<file path="config.mk">
export PLATFORM = sky130hd
export DESIGN_NAME = first_fit_slot_allocator
export DESIGN_NICKNAME = d
export VERILOG_FILES = /design/src/sv/fsa_pkg.sv /design/src/sv/first_fit_slot_allocator.sv /design/src/sv/fsa_ctrl.sv /design/src/sv/fsa_dpath.sv
export SDC_FILE = /design/constraint.sdc
export NUM_CORES = 1
export LEC_CHECK = 0
export BUFFER_PORTS_ARGS = -buffer_cell sky130_fd_sc_hd__buf_4
export CORE_ASPECT_RATIO = 1.5
export CORE_MARGIN = 4
export CORE_UTILIZATION = 60
export DETAILED_ROUTE_END_ITERATION = 8
export GPL_TIMING_DRIVEN = 0
export MAX_ROUTING_LAYER = met4
export PLACE_DENSITY = 0.75
export SLEW_MARGIN = 20
export SYNTH_ARGS = -nofsm -noshare
export SYNTH_HDL_FRONTEND = slang
export SYNTH_SLANG_ARGS = --single-unit
</file>
<file path="constraint.sdc">
create_clock -name clk -period 7 [get_ports clk]
set_clock_uncertainty 0.1 [all_clocks]
set_input_delay 0.35 -clock clk [delete_from_list [all_inputs] [get_ports clk]]
set_output_delay 0.35 -clock clk [all_outputs]
set_load 0.01 [all_outputs]
</file>
<file path="src/sv/fsa_pkg.sv">
`timescale 1ns / 1ps

package fsa_pkg;

	localparam int SLOTS_DEF      = 64;
	localparam int VALUE_BITS_DEF = 16;

	localparam int CMD_W   = 2;
	localparam int STAT_W  = 2;
	localparam int SLOT_W  = 6;
	localparam int CNT_W   = 7;
	localparam int OUT_DW  = 24;
	localparam int OUT_PAD = OUT_DW - SLOT_W - 2 * CNT_W;

	localparam logic [CNT_W-1:0] CNT_MAX = '1;

	typedef enum logic [CMD_W-1:0] {
		CMD_CLEAR   = 2'd0,
		CMD_LOAD    = 2'd1,
		CMD_REQUEST = 2'd2
	} cmd_t;

	typedef enum logic [STAT_W-1:0] {
		STAT_OK    = 2'd0,
		STAT_NOFIT = 2'd1,
		STAT_FULL  = 2'd2
	} status_t;

	typedef enum logic [1:0] {
		ST_IDLE,
		ST_EXEC,
		ST_SCAN,
		ST_FINISH
	} state_t;

	typedef struct packed {
		logic take;
		logic clear;
		logic load;
		logic noop;
		logic scan_start;
		logic scan_run;
		logic claim;
		logic miss;
		logic emit;
	} dp_cmd_t;

	typedef struct packed {
		cmd_t item_cmd;
		logic hit;
		logic exhausted;
		logic out_free;
	} dp_stat_t;

endpackage

</file>
<file path="src/sv/first_fit_slot_allocator.sv">
`timescale 1ns / 1ps

// First-fit slot allocator.
// Input stream: tuser carries the command (clear, load, request), tdata the
// value (capacity for a load, size for a request). One result beat per item.
// Output stream: tuser carries the status (placed/done, no fit, table full),
// tdata carries slot, unplaced count and loaded count.
// Capacities live in a single-port-read memory together with a taken bit;
// a request scans it from slot 0 one entry per cycle, so its cost is set by
// that read port: a request that claims slot j reads slots 0 to j, and a
// miss reads every loaded slot (none on an empty table).
// Clear, load and unused commands skip the scan. One item is in flight at a
// time; the next item is accepted the cycle after its result moves to the
// output register, even while that register still waits on the receiver.
// A stalled receiver holds the output beat and, once the next result is
// ready, holds the block as well.
// Reset empties the table and zeroes both counts; no clearing pass is needed,
// since entries at or above the loaded count are never read.

module first_fit_slot_allocator #(
	parameter int SLOTS      = fsa_pkg::SLOTS_DEF,
	parameter int VALUE_BITS = fsa_pkg::VALUE_BITS_DEF
) (
	input  logic                              clk,
	input  logic                              arst_n,
	input  logic                              s_axis_tvalid,
	output logic                              s_axis_tready,
	input  logic [((VALUE_BITS+7)/8)*8-1:0]   s_axis_tdata,  // value
	input  logic [fsa_pkg::CMD_W-1:0]         s_axis_tuser,  // cmd
	output logic                              m_axis_tvalid,
	input  logic                              m_axis_tready,
	output logic [fsa_pkg::OUT_DW-1:0]        m_axis_tdata,  // slot, unplaced_count, loaded_count
	output logic [fsa_pkg::STAT_W-1:0]        m_axis_tuser   // status
);

	fsa_pkg::dp_cmd_t  dp_cmd;
	fsa_pkg::dp_stat_t dp_stat;

	logic [fsa_pkg::SLOT_W-1:0] slot;
	logic [fsa_pkg::CNT_W-1:0]  unplaced_count;
	logic [fsa_pkg::CNT_W-1:0]  loaded_count;

	fsa_ctrl u_ctrl (
		.clk      (clk),
		.arst_n   (arst_n),
		.in_valid (s_axis_tvalid),
		.in_ready (s_axis_tready),
		.stat     (dp_stat),
		.cmd      (dp_cmd)
	);

	fsa_dpath #(
		.SLOTS      (SLOTS),
		.VALUE_BITS (VALUE_BITS)
	) u_dpath (
		.clk          (clk),
		.arst_n       (arst_n),
		.cmd          (dp_cmd),
		.stat         (dp_stat),
		.in_cmd       (fsa_pkg::cmd_t'(s_axis_tuser)),
		.in_value     (s_axis_tdata[VALUE_BITS-1:0]),
		.out_valid    (m_axis_tvalid),
		.out_ready    (m_axis_tready),
		.out_status   (m_axis_tuser),
		.out_slot     (slot),
		.out_unplaced (unplaced_count),
		.out_loaded   (loaded_count)
	);

	assign m_axis_tdata = {{fsa_pkg::OUT_PAD{1'b0}}, loaded_count, unplaced_count, slot};

	a_cmd_exclusive: assert property (@(posedge clk) disable iff (!arst_n)
		$onehot0(dp_cmd))
		else $error("controller issued overlapping datapath commands");

	a_one_in_flight: assert property (@(posedge clk) disable iff (!arst_n)
		(s_axis_tvalid && s_axis_tready) |=> !s_axis_tready)
		else $error("input accepted while an item is in flight");

	a_slot_zero_on_fail: assert property (@(posedge clk) disable iff (!arst_n)
		(m_axis_tvalid && (m_axis_tuser != fsa_pkg::STAT_OK)) |-> (slot == '0))
		else $error("failed result carries a nonzero slot");

	a_nofit_counted: assert property (@(posedge clk) disable iff (!arst_n)
		(m_axis_tvalid && (m_axis_tuser == fsa_pkg::STAT_NOFIT)) |-> (unplaced_count != '0))
		else $error("no-fit result with zero unplaced count");

endmodule

</file>
<file path="src/sv/fsa_ctrl.sv">
`timescale 1ns / 1ps

module fsa_ctrl (
	input  logic              clk,
	input  logic              arst_n,
	input  logic              in_valid,
	output logic              in_ready,
	input  fsa_pkg::dp_stat_t stat,
	output fsa_pkg::dp_cmd_t  cmd
);

	fsa_pkg::state_t state_q;
	fsa_pkg::state_t state_d;

	always_ff @(posedge clk or negedge arst_n) begin
		if (!arst_n) begin
			state_q <= fsa_pkg::ST_IDLE;
		end else begin
			state_q <= state_d;
		end
	end

	always_comb begin
		state_d  = state_q;
		cmd      = '0;
		in_ready = 1'b0;
		case (state_q)
			fsa_pkg::ST_IDLE: begin
				in_ready = 1'b1;
				if (in_valid) begin
					cmd.take = 1'b1;
					state_d  = fsa_pkg::ST_EXEC;
				end
			end
			fsa_pkg::ST_EXEC: begin
				state_d = fsa_pkg::ST_FINISH;
				case (stat.item_cmd)
					fsa_pkg::CMD_CLEAR: begin
						cmd.clear = 1'b1;
					end
					fsa_pkg::CMD_LOAD: begin
						cmd.load = 1'b1;
					end
					fsa_pkg::CMD_REQUEST: begin
						cmd.scan_start = 1'b1;
						state_d        = fsa_pkg::ST_SCAN;
					end
					default: begin
						cmd.noop = 1'b1;
					end
				endcase
			end
			fsa_pkg::ST_SCAN: begin
				if (stat.hit) begin
					cmd.claim = 1'b1;
					state_d   = fsa_pkg::ST_FINISH;
				end else if (stat.exhausted) begin
					cmd.miss = 1'b1;
					state_d  = fsa_pkg::ST_FINISH;
				end else begin
					cmd.scan_run = 1'b1;
				end
			end
			fsa_pkg::ST_FINISH: begin
				if (stat.out_free) begin
					cmd.emit = 1'b1;
					state_d  = fsa_pkg::ST_IDLE;
				end
			end
			default: begin
				state_d = fsa_pkg::ST_IDLE;
			end
		endcase
	end

endmodule

</file>
<file path="src/sv/fsa_dpath.sv">
`timescale 1ns / 1ps

module fsa_dpath #(
	parameter int SLOTS      = fsa_pkg::SLOTS_DEF,
	parameter int VALUE_BITS = fsa_pkg::VALUE_BITS_DEF
) (
	input  logic                        clk,
	input  logic                        arst_n,
	input  fsa_pkg::dp_cmd_t            cmd,
	output fsa_pkg::dp_stat_t           stat,
	input  fsa_pkg::cmd_t               in_cmd,
	input  logic [VALUE_BITS-1:0]       in_value,
	output logic                        out_valid,
	input  logic                        out_ready,
	output logic [fsa_pkg::STAT_W-1:0]  out_status,
	output logic [fsa_pkg::SLOT_W-1:0]  out_slot,
	output logic [fsa_pkg::CNT_W-1:0]   out_unplaced,
	output logic [fsa_pkg::CNT_W-1:0]   out_loaded
);

	localparam int IDX_W = (SLOTS > 1) ? $clog2(SLOTS) : 1;
	localparam int TOT_W = $clog2(SLOTS + 1);
	localparam int MEM_W = VALUE_BITS + 1;
	localparam logic [TOT_W-1:0] SLOTS_T = TOT_W'(SLOTS);

	logic [MEM_W-1:0] mem [SLOTS];

	fsa_pkg::cmd_t            item_cmd_q;
	logic [VALUE_BITS-1:0]    value_q;
	logic [TOT_W-1:0]         total_q;
	logic [fsa_pkg::CNT_W-1:0] miss_q;
	logic [TOT_W-1:0]         idx_q;
	logic                     vld_s1;
	logic [MEM_W-1:0]         rd_data_s1;
	logic [IDX_W-1:0]         rd_idx_s1;
	fsa_pkg::status_t         res_status_q;
	logic [fsa_pkg::SLOT_W-1:0] res_slot_q;
	logic                     out_valid_q;
	logic [fsa_pkg::STAT_W-1:0] out_status_q;
	logic [fsa_pkg::SLOT_W-1:0] out_slot_q;
	logic [fsa_pkg::CNT_W-1:0] out_unplaced_q;
	logic [fsa_pkg::CNT_W-1:0] out_loaded_q;

	logic                     full;
	logic                     rd_en;
	logic                     wr_en;
	logic [IDX_W-1:0]         wr_addr;
	logic [MEM_W-1:0]         wr_data;
	logic [IDX_W-1:0]         res_idx;
	logic [IDX_W+fsa_pkg::SLOT_W-1:0] res_idx_ext;
	logic [TOT_W+fsa_pkg::CNT_W-1:0]  tot_ext;
	logic [fsa_pkg::CNT_W-1:0] loaded_sat;

	assign full  = (total_q == SLOTS_T);
	assign rd_en = cmd.scan_run && (idx_q < total_q);

	assign wr_en   = (cmd.load && !full) || cmd.claim;
	assign wr_addr = cmd.claim ? rd_idx_s1 : total_q[IDX_W-1:0];
	assign wr_data = cmd.claim ? {1'b1, rd_data_s1[VALUE_BITS-1:0]} : {1'b0, value_q};

	assign res_idx     = cmd.claim ? rd_idx_s1 : total_q[IDX_W-1:0];
	assign res_idx_ext = {{fsa_pkg::SLOT_W{1'b0}}, res_idx};

	assign tot_ext    = {{fsa_pkg::CNT_W{1'b0}}, total_q};
	assign loaded_sat = (tot_ext > {{TOT_W{1'b0}}, fsa_pkg::CNT_MAX})
		? fsa_pkg::CNT_MAX : tot_ext[fsa_pkg::CNT_W-1:0];

	assign stat.item_cmd  = item_cmd_q;
	assign stat.hit       = vld_s1 && !rd_data_s1[VALUE_BITS]
		&& (rd_data_s1[VALUE_BITS-1:0] >= value_q);
	assign stat.exhausted = !vld_s1 && (idx_q >= total_q);
	assign stat.out_free  = !out_valid_q || out_ready;

	always_ff @(posedge clk) begin
		if (wr_en) begin
			mem[wr_addr] <= wr_data;
		end
		if (rd_en) begin
			rd_data_s1 <= mem[idx_q[IDX_W-1:0]];
			rd_idx_s1  <= idx_q[IDX_W-1:0];
		end
	end

	always_ff @(posedge clk) begin
		if (cmd.take) begin
			item_cmd_q <= in_cmd;
			value_q    <= in_value;
		end
		if (cmd.clear || cmd.noop) begin
			res_status_q <= fsa_pkg::STAT_OK;
			res_slot_q   <= '0;
		end
		if (cmd.load) begin
			res_status_q <= full ? fsa_pkg::STAT_FULL : fsa_pkg::STAT_OK;
			res_slot_q   <= full ? '0 : res_idx_ext[fsa_pkg::SLOT_W-1:0];
		end
		if (cmd.claim) begin
			res_status_q <= fsa_pkg::STAT_OK;
			res_slot_q   <= res_idx_ext[fsa_pkg::SLOT_W-1:0];
		end
		if (cmd.miss) begin
			res_status_q <= fsa_pkg::STAT_NOFIT;
			res_slot_q   <= '0;
		end
		if (cmd.emit) begin
			out_status_q   <= res_status_q;
			out_slot_q     <= res_slot_q;
			out_unplaced_q <= miss_q;
			out_loaded_q   <= loaded_sat;
		end
	end

	always_ff @(posedge clk or negedge arst_n) begin
		if (!arst_n) begin
			total_q     <= '0;
			miss_q      <= '0;
			idx_q       <= '0;
			vld_s1      <= 1'b0;
			out_valid_q <= 1'b0;
		end else begin
			if (cmd.clear) begin
				total_q <= '0;
				miss_q  <= '0;
			end
			if (cmd.load && !full) begin
				total_q <= total_q + 1'b1;
			end
			if (cmd.miss && (miss_q != fsa_pkg::CNT_MAX)) begin
				miss_q <= miss_q + 1'b1;
			end
			if (cmd.scan_start) begin
				idx_q  <= '0;
				vld_s1 <= 1'b0;
			end
			if (cmd.scan_run) begin
				vld_s1 <= rd_en;
				if (rd_en) begin
					idx_q <= idx_q + 1'b1;
				end
			end
			if (cmd.emit) begin
				out_valid_q <= 1'b1;
			end else if (out_ready) begin
				out_valid_q <= 1'b0;
			end
		end
	end

	assign out_valid    = out_valid_q;
	assign out_status   = out_status_q;
	assign out_slot     = out_slot_q;
	assign out_unplaced = out_unplaced_q;
	assign out_loaded   = out_loaded_q;

endmodule

</file>
==> results.sh, run 1 <==
export IMPL_run_status="complete, no violations"
export IMPL_synth_seq_cells=1184
export IMPL_wl_per_cell_um=35.05
export IMPL_route_detailed_vias_per_inst=6.934
export IMPL_number_of_cells_after_detailed_placement=3488
export IMPL_timing_worst_slew_pin_value_ps=1177
export IMPL_max_cap_violations=0
export IMPL_nets=2656
export IMPL_maxSlewHeadroom_pct=21.53
export IMPL_worst_ep_required_ps=7200
export IMPL_detailedPlacementHpwl_um=88150
export IMPL_mappedNetlistArea_mm2=0.04659
export IMPL_global_route_wire_length_before_repair_um=186200
export IMPL_ant_nets=0
export IMPL_synth_warn=0
export IMPL_die_y_um=349.3
export IMPL_detailroute_via_count=25670
export IMPL_holdWs_ps=14.24
export IMPL_synth_top_flop_cell="sky130_fd_sc_hd__edfxtp_1"
export IMPL_worstSetupEndpointType="register"
export IMPL_critical_path_startpoint_type="register"
export IMPL_maxClockFrequency_ghz=0.1760
export IMPL_crit_arrival_ps=5880
export IMPL_layout_min_cycle_time_ps=5681
export IMPL_cts_root_buf="sky130_fd_sc_hd__clkbuf_16"
export IMPL_postLayoutSetupSlackWorst_ps=1319
export IMPL_max_clock_path_buffers=3
export IMPL_core_mm2=0.07664
export IMPL_ys_types=60
export IMPL_period_utilization_post_route_pct=81.16
export IMPL_layout_area_overhead_vs_synth_pct=15.98
export IMPL_drt_pre_antenna_iters=6
export IMPL_floorplan_die_area_mm2=0.08227
export IMPL_fill_cells=4402
export IMPL_synth_edff_count=1151
export IMPL_place_worst_setup_slack_ps=1467
export IMPL_start_util_pct=60.79
export IMPL_mostFrequentLayoutCells="1151 x sky130_fd_sc_hd__edfxtp_1, 270 x sky130_fd_sc_hd__mux4_2, 132 x sky130_fd_sc_hd__buf_4"
export IMPL_design_portCount=50
export IMPL_setup_repair_after_global_routing_missed_its_margin="false"
export IMPL_cts_tree="yes"
export IMPL_finalPower_mw=19.61
export IMPL_post_route_drc_count=0
export IMPL_p_leak_nw=17.45
export IMPL_clock_sink_count=1184
export IMPL_drive_above_1_share_pct=30.28
export IMPL_floorplan_rows=124
export IMPL_clkLatencyLatePin_ps=680
export IMPL_layout_cells_non_filler=3702
export IMPL_timing_max_transition_violations_final=0
export IMPL_grt_start_max_net_pins=74
export IMPL_port_buffers=45
export IMPL_antenna_found_initial=8
export IMPL_grt_residual_overflow=0
export IMPL_async_flop_share_pct=2.111
export IMPL_ir_drop_mv=0.2137
export IMPL_cts_htree_levels=3
export IMPL_first_global_vias=26340
export IMPL_finalHoldViolCount=0
export IMPL_chipWidth_um=235.5
export IMPL_synth_sequential_area_ratio_pct=75.87
export IMPL_crit_fanout=23
export IMPL_power_density_mw_per_mm2=362.8
export IMPL_syn_avg_cell_area_um2=20.60
export IMPL_finalCoreUtilization_pct=70.51
export IMPL_setup_violations_final=0
export IMPL_most_frequent_standard_cell_in_the_layout_excluding_fill_and_tap_cells="sky130_fd_sc_hd__edfxtp_1"
export IMPL_detailedRoute_firstIterationViolations=3731
export IMPL_setup_worst_path_class="reg -> reg"
export IMPL_post_cts_setup_buffer_count=0
export IMPL_cts_reportedPaths_clkPinSlew_ps=70
export IMPL_globalRouteTotalUtil_pct=32.66
export IMPL_wl_um=129800
export IMPL_cts_inserted_buffers=101
export IMPL_routability_congestion_estimate_from_global_placement=0.9783
export IMPL_postCtsResizedCells=0
export IMPL_worstHoldPathType="in -> async"
export IMPL_postSynthCellCount=2262
Yosys cell counts, types with 3 or more instances:
cell type / number / share of area [%]
sky130_fd_sc_hd__inv_1: 37 / 0.30
sky130_fd_sc_hd__a211oi_1: 11 / 0.18
sky130_fd_sc_hd__and2_1: 4 / 0.054
sky130_fd_sc_hd__buf_4: 9 / 0.14
sky130_fd_sc_hd__nand2b_1: 10 / 0.13
sky130_fd_sc_hd__edfxtp_1: 1151 / 74
sky130_fd_sc_hd__nand4_1: 5 / 0.067
sky130_fd_sc_hd__and3_1: 11 / 0.15
sky130_fd_sc_hd__nand3_1: 15 / 0.16
sky130_fd_sc_hd__mux4_2: 270 / 13
sky130_fd_sc_hd__a221oi_1: 12 / 0.23
sky130_fd_sc_hd__dfrtp_1: 25 / 1.3
sky130_fd_sc_hd__o21a_1: 3 / 0.048
sky130_fd_sc_hd__nor3_1: 40 / 0.43
sky130_fd_sc_hd__or4_1: 4 / 0.064
sky130_fd_sc_hd__nor2_1: 49 / 0.39
sky130_fd_sc_hd__a21oi_1: 48 / 0.52
sky130_fd_sc_hd__nand3b_1: 4 / 0.064
sky130_fd_sc_hd__o21ai_0: 43 / 0.46
sky130_fd_sc_hd__o32ai_1: 3 / 0.056
sky130_fd_sc_hd__o221ai_1: 41 / 0.77
sky130_fd_sc_hd__nor2b_1: 6 / 0.081
sky130_fd_sc_hd__nor4_1: 31 / 0.42
sky130_fd_sc_hd__buf_6: 3 / 0.072
sky130_fd_sc_hd__ha_1: 31 / 0.83
sky130_fd_sc_hd__mux2_2: 18 / 0.44
sky130_fd_sc_hd__o22ai_1: 24 / 0.32
sky130_fd_sc_hd__buf_1: 19 / 0.15
sky130_fd_sc_hd__buf_2: 34 / 0.37
sky130_fd_sc_hd__a31oi_1: 3 / 0.040
sky130_fd_sc_hd__mux2i_1: 107 / 2.3
sky130_fd_sc_hd__dfxtp_1: 8 / 0.34
sky130_fd_sc_hd__nand2_1: 79 / 0.64
sky130_fd_sc_hd__clkbuf_1: 69 / 0.56
worst max-delay path, cell delays in order, from the launching register on:
cell	delay, ps
sky130_fd_sc_hd__dfrtp_1	400
sky130_fd_sc_hd__buf_2	340
sky130_fd_sc_hd__buf_2	360
sky130_fd_sc_hd__buf_4	330
sky130_fd_sc_hd__buf_2	530
sky130_fd_sc_hd__buf_2	430
sky130_fd_sc_hd__buf_2	450
sky130_fd_sc_hd__inv_1	100
sky130_fd_sc_hd__ha_1	320
sky130_fd_sc_hd__nand2b_1	80
sky130_fd_sc_hd__a21oi_1	60
sky130_fd_sc_hd__a211oi_1	240
sky130_fd_sc_hd__o211ai_1	230
sky130_fd_sc_hd__or2_2	340
sky130_fd_sc_hd__clkbuf_1	220
sky130_fd_sc_hd__inv_1	730
logic make-up (layout without fill, tap and decap cells):
group	count (synthesis)	in the layout	share of synthesized area (%)
buf+inv	172	595	1.598
other cells	1	10	0.008048
fa+ha+maj	31	31	0.8325
compound gates	209	209	3.032
simple gates	267	267	2.801
xor+xnor	1	1	0.01880
mux	397	397	15.84
flops	1184	1184	75.87
layout make-up:
type | instances | area, um2 | area share (%)
Sequential cell | 1184 | 35350 | 65.41
Multi-Input combinational cell | 909 | 11080 | 20.50
Clock buffer | 120 | 2693 | 4.983
Timing Repair Buffer | 235 | 2225 | 4.117
Tap cell | 1008 | 1261 | 2.334
Clock inverter | 68 | 659.4 | 1.220
Buffer | 134 | 618.1 | 1.144
Inverter | 38 | 142.6 | 0.2640
Antenna cell | 6 | 15.01 | 0.02778
routing by layer:
| layer | share of wire, % | track usage [%] |
|---|---|---|
| met5 | 0 | - |
| met4 | 7.9 | 19.79 |
| met3 | 9.9 | 6.110 |
| met2 | 50 | 52.58 |
| met1 | 33 | 38.88 |
report_power, final:
part	internal, mW	total (mW)	switching [mW]
clock network	3.17	5.72	2.55
logic	2.08	5.40	3.32
registers	8.34	8.49	0.144
total	13.6	19.6	6.01
sequential cells by signal, indices dropped and copies added, names as in the netlist, 7 cells and up:
name                  cells
u_dpath.mem            1088
u_dpath.rd_data_s1       17
u_dpath.value_q          16
u_dpath.idx_q             7
u_dpath.miss_q            7
u_dpath.out_loaded        7
u_dpath.out_unplaced      7
u_dpath.total_q           7
final timing paths:
path | from | end | slack, ps | cells past startpoint
max in group asynchronous | arst_n | u_ctrl.state_q[0]$_DFFE_PN0P_ | 6480 | 2
hold reg to reg | u_dpath.res_status_q[1]$_SDFFE_PP0P_ | u_dpath.out_status[1]$_DFFE_PP_ | 340 | 0
min in group clk | s_axis_tvalid | u_ctrl.state_q[0]$_DFFE_PN0P_ | 90 | 4
setup / recovery | u_dpath.idx_q[0]$_DFF_PN0_ | u_dpath.rd_data_s1[15]$_DFFE_PN_ | 1320 | 15
hold / removal | arst_n | u_dpath.total_q[3]$_DFFE_PN0P_ | 10 | 2
setup reg to reg | u_dpath.idx_q[0]$_DFF_PN0_ | u_dpath.rd_data_s1[15]$_DFFE_PN_ | 1320 | 15
timing repair:
item	CTS	global route
hold buffers	20	0
endpoints found under the setup margin	0	0
hold endpoints to repair	44	0
through the flow:
stage / TNS, ps / instance area, um2
global route: 0 / 54040
detailed placement: 0 / 50450
finish: 0 / 54040
global placement: -2275170 / 48200
CTS: 0 / 54000
floorplan: 0 / 46600
No activity file was read; power rests on OpenSTA's default activity.
==> run 2: changes to the inputs <==
Clock period 7 ns to 5.8 ns, I/O delays scaled along.
==> run 2 against run 1 <==
Against the previous run: sequential cell count unchanged; sequential share of layout area decreased by 0.059 points; sequential power increased by 20%; global-route usage hardly changed; core utilization rose by 0.064 points; final cell count increased by 0.11%.
==> results.sh, run 2 (same netlist as run 1, synthesis figures left out) <==
export IMPL_clkLatencyLatePin_ps=680
export IMPL_p_leak_nw=17.46
export IMPL_worstHoldPathType="in -> reg"
export IMPL_global_route_wire_length_before_repair_um=186400
export IMPL_endpoint_of_the_worst_setup_timing_path="u_dpath.rd_data_s1[12]$_DFFE_PN_"
export IMPL_finalCoreUtilization_pct=70.57
export IMPL_worst_hold_startpoint="s_axis_tdata[14]"
export IMPL_mostFrequentLayoutCells="1151 x sky130_fd_sc_hd__edfxtp_1, 270 x sky130_fd_sc_hd__mux4_2, 132 x sky130_fd_sc_hd__buf_4"
export IMPL_grt_residual_overflow=0
export IMPL_place_worst_setup_slack_ps=267.1
export IMPL_timing_worst_slew_pin_value_ps=1151
export IMPL_ir_drop_mv=0.2565
export IMPL_clock_sink_count=1184
export IMPL_finalHoldViolCount=0
export IMPL_layout_cells_non_filler=3706
export IMPL_number_of_cells_after_detailed_placement=3488
export IMPL_wl_per_cell_um=35.01
export IMPL_layout_area_overhead_vs_synth_pct=16.09
export IMPL_routability_congestion_estimate_from_global_placement=0.9783
export IMPL_largest_registers="u_dpath.mem x1088, u_dpath.rd_data_s1 x17, u_dpath.value_q x16"
export IMPL_setup_violations_final=0
export IMPL_cts_reportedPaths_clkPinSlew_ps=70
export IMPL_most_frequent_standard_cell_in_the_layout_excluding_fill_and_tap_cells="sky130_fd_sc_hd__edfxtp_1"
export IMPL_crit_arrival_ps=5490
export IMPL_nets=2659
export IMPL_layout_min_cycle_time_ps=5274
export IMPL_max_cap_violations=0
export IMPL_worstSetupEndpointType="register"
export IMPL_core_mm2=0.07664
export IMPL_floorplan_rows=124
export IMPL_drt_pre_antenna_iters=6
export IMPL_critical_path_startpoint_type="register"
export IMPL_globalRouteTotalUtil_pct=32.70
export IMPL_cts_inserted_buffers=101
export IMPL_detailedPlacementHpwl_um=88150
export IMPL_crit_fanout=20
export IMPL_cts_tree="yes"
export IMPL_period_utilization_post_route_pct=90.93
export IMPL_port_buffers=45
export IMPL_run_status="complete, no violations"
export IMPL_cts_root_buf="sky130_fd_sc_hd__clkbuf_16"
export IMPL_ant_nets=0
export IMPL_cts_htree_levels=3
export IMPL_maxClockFrequency_ghz=0.1896
export IMPL_maxSlewHeadroom_pct=21.74
export IMPL_grt_start_max_net_pins=74
export IMPL_drive_above_1_share_pct=30.32
export IMPL_route_detailed_vias_per_inst=6.930
export IMPL_holdWs_ps=237.5
export IMPL_rr_worst_depth=14
export IMPL_worst_ep_required_ps=6020
export IMPL_setup_repair_after_global_routing_missed_its_margin="false"
export IMPL_r2r_end="u_dpath.rd_data_s1[12]$_DFFE_PN_"
export IMPL_largest_reg_flops=1088
export IMPL_floorplan_die_area_mm2=0.08227
export IMPL_first_global_vias=26370
export IMPL_detailroute_via_count=25680
export IMPL_chipWidth_um=235.5
export IMPL_largest_register="u_dpath.mem"
export IMPL_power_density_mw_per_mm2=437.4
export IMPL_design_portCount=50
export IMPL_post_route_drc_count=0
export IMPL_timing_max_transition_violations_final=0
export IMPL_wl_um=129700
export IMPL_detailedRoute_firstIterationViolations=3819
export IMPL_start_util_pct=60.79
export IMPL_die_y_um=349.3
export IMPL_setup_worst_path_start="u_dpath.idx_q[0]$_DFF_PN0_"
export IMPL_origin_of_the_critical_flop_to_flop_path="u_dpath.idx_q[0]$_DFF_PN0_"
export IMPL_setup_worst_path_class="reg -> reg"
export IMPL_postLayoutSetupSlackWorst_ps=525.8
export IMPL_antenna_found_initial=7
export IMPL_max_clock_path_buffers=3
export IMPL_post_cts_setup_buffer_count=0
export IMPL_r2r_setup_slack_ps=530
-- run 2: routing by layer --
metal	wire, um	global-route usage (%)
met2	64650	52.61
met3	13190	6.189
met1	42020	38.87
met4	9876	19.86
met5	0	-
-- run 2: repair_timing --
action	CTS	global route
hold endpoints to repair	45	0
setup endpoints to repair	0	23
hold buffers	23	0
resized for setup	0	2
-- run 2: area by class of cell --
type | instances | area [um2]
Timing Repair inverter | 1 | 7.507
Sequential cell | 1184 | 35350
Buffer | 133 | 613.1
Tap cell | 1008 | 1261
Timing Repair Buffer | 238 | 2265
Inverter | 38 | 146.4
Clock inverter | 68 | 659.4
Multi-Input combinational cell | 909 | 11080
Fill cell | 4396 | 22560
Clock buffer | 120 | 2693
Antenna cell | 7 | 17.52
-- run 2: through the flow --
step | cell area (um2) | setup TNS [ps] | power (mW)
6_report | 54090 | 0 | 23.66
5_1_grt | 54090 | 0 | 24.31
4_1_cts | 54040 | 0 | 23.58
3_5_place_dp | 50450 | 0 | 16.72
3_3_place_gp | 48200 | -3968440 | 16.38
2_1_floorplan | 46600 | 0 | 14.12
-- run 2: worst min path at each step --
stage	endpoint	cells after the start
detailed placement	u_dpath.total_q[5]$_DFFE_PN0P_	1
CTS	u_dpath.value_q[5]$_DFFE_PP_	2
finish	u_dpath.value_q[14]$_DFFE_PP_	2
global placement	u_dpath.total_q[5]$_DFFE_PN0P_	1
global route	u_dpath.value_q[7]$_DFFE_PP_	2
floorplan	u_ctrl.state_q[0]$_DFFE_PN0P_	0
-- run 2: power breakdown --
group          total, mW  switching [mW]  internal [mW]
logic               6.52            4.01           2.51
clock network       6.89            3.07           3.83
registers           10.2           0.172           10.1
-- run 2: worst max-delay path, cell delays in order (launching register included) --
cell and delay, ps:
sky130_fd_sc_hd__dfrtp_1 410, sky130_fd_sc_hd__buf_2 330, sky130_fd_sc_hd__buf_2 360, sky130_fd_sc_hd__buf_4 520, sky130_fd_sc_hd__buf_2 420, sky130_fd_sc_hd__buf_2 440, sky130_fd_sc_hd__inv_1 100, sky130_fd_sc_hd__ha_1 310
sky130_fd_sc_hd__nand2b_1 60, sky130_fd_sc_hd__a21oi_1 150, sky130_fd_sc_hd__a211oi_1 70, sky130_fd_sc_hd__o211ai_1 420, sky130_fd_sc_hd__or2_2 190, sky130_fd_sc_hd__clkbuf_1 500, sky130_fd_sc_hd__clkinvlp_4 520
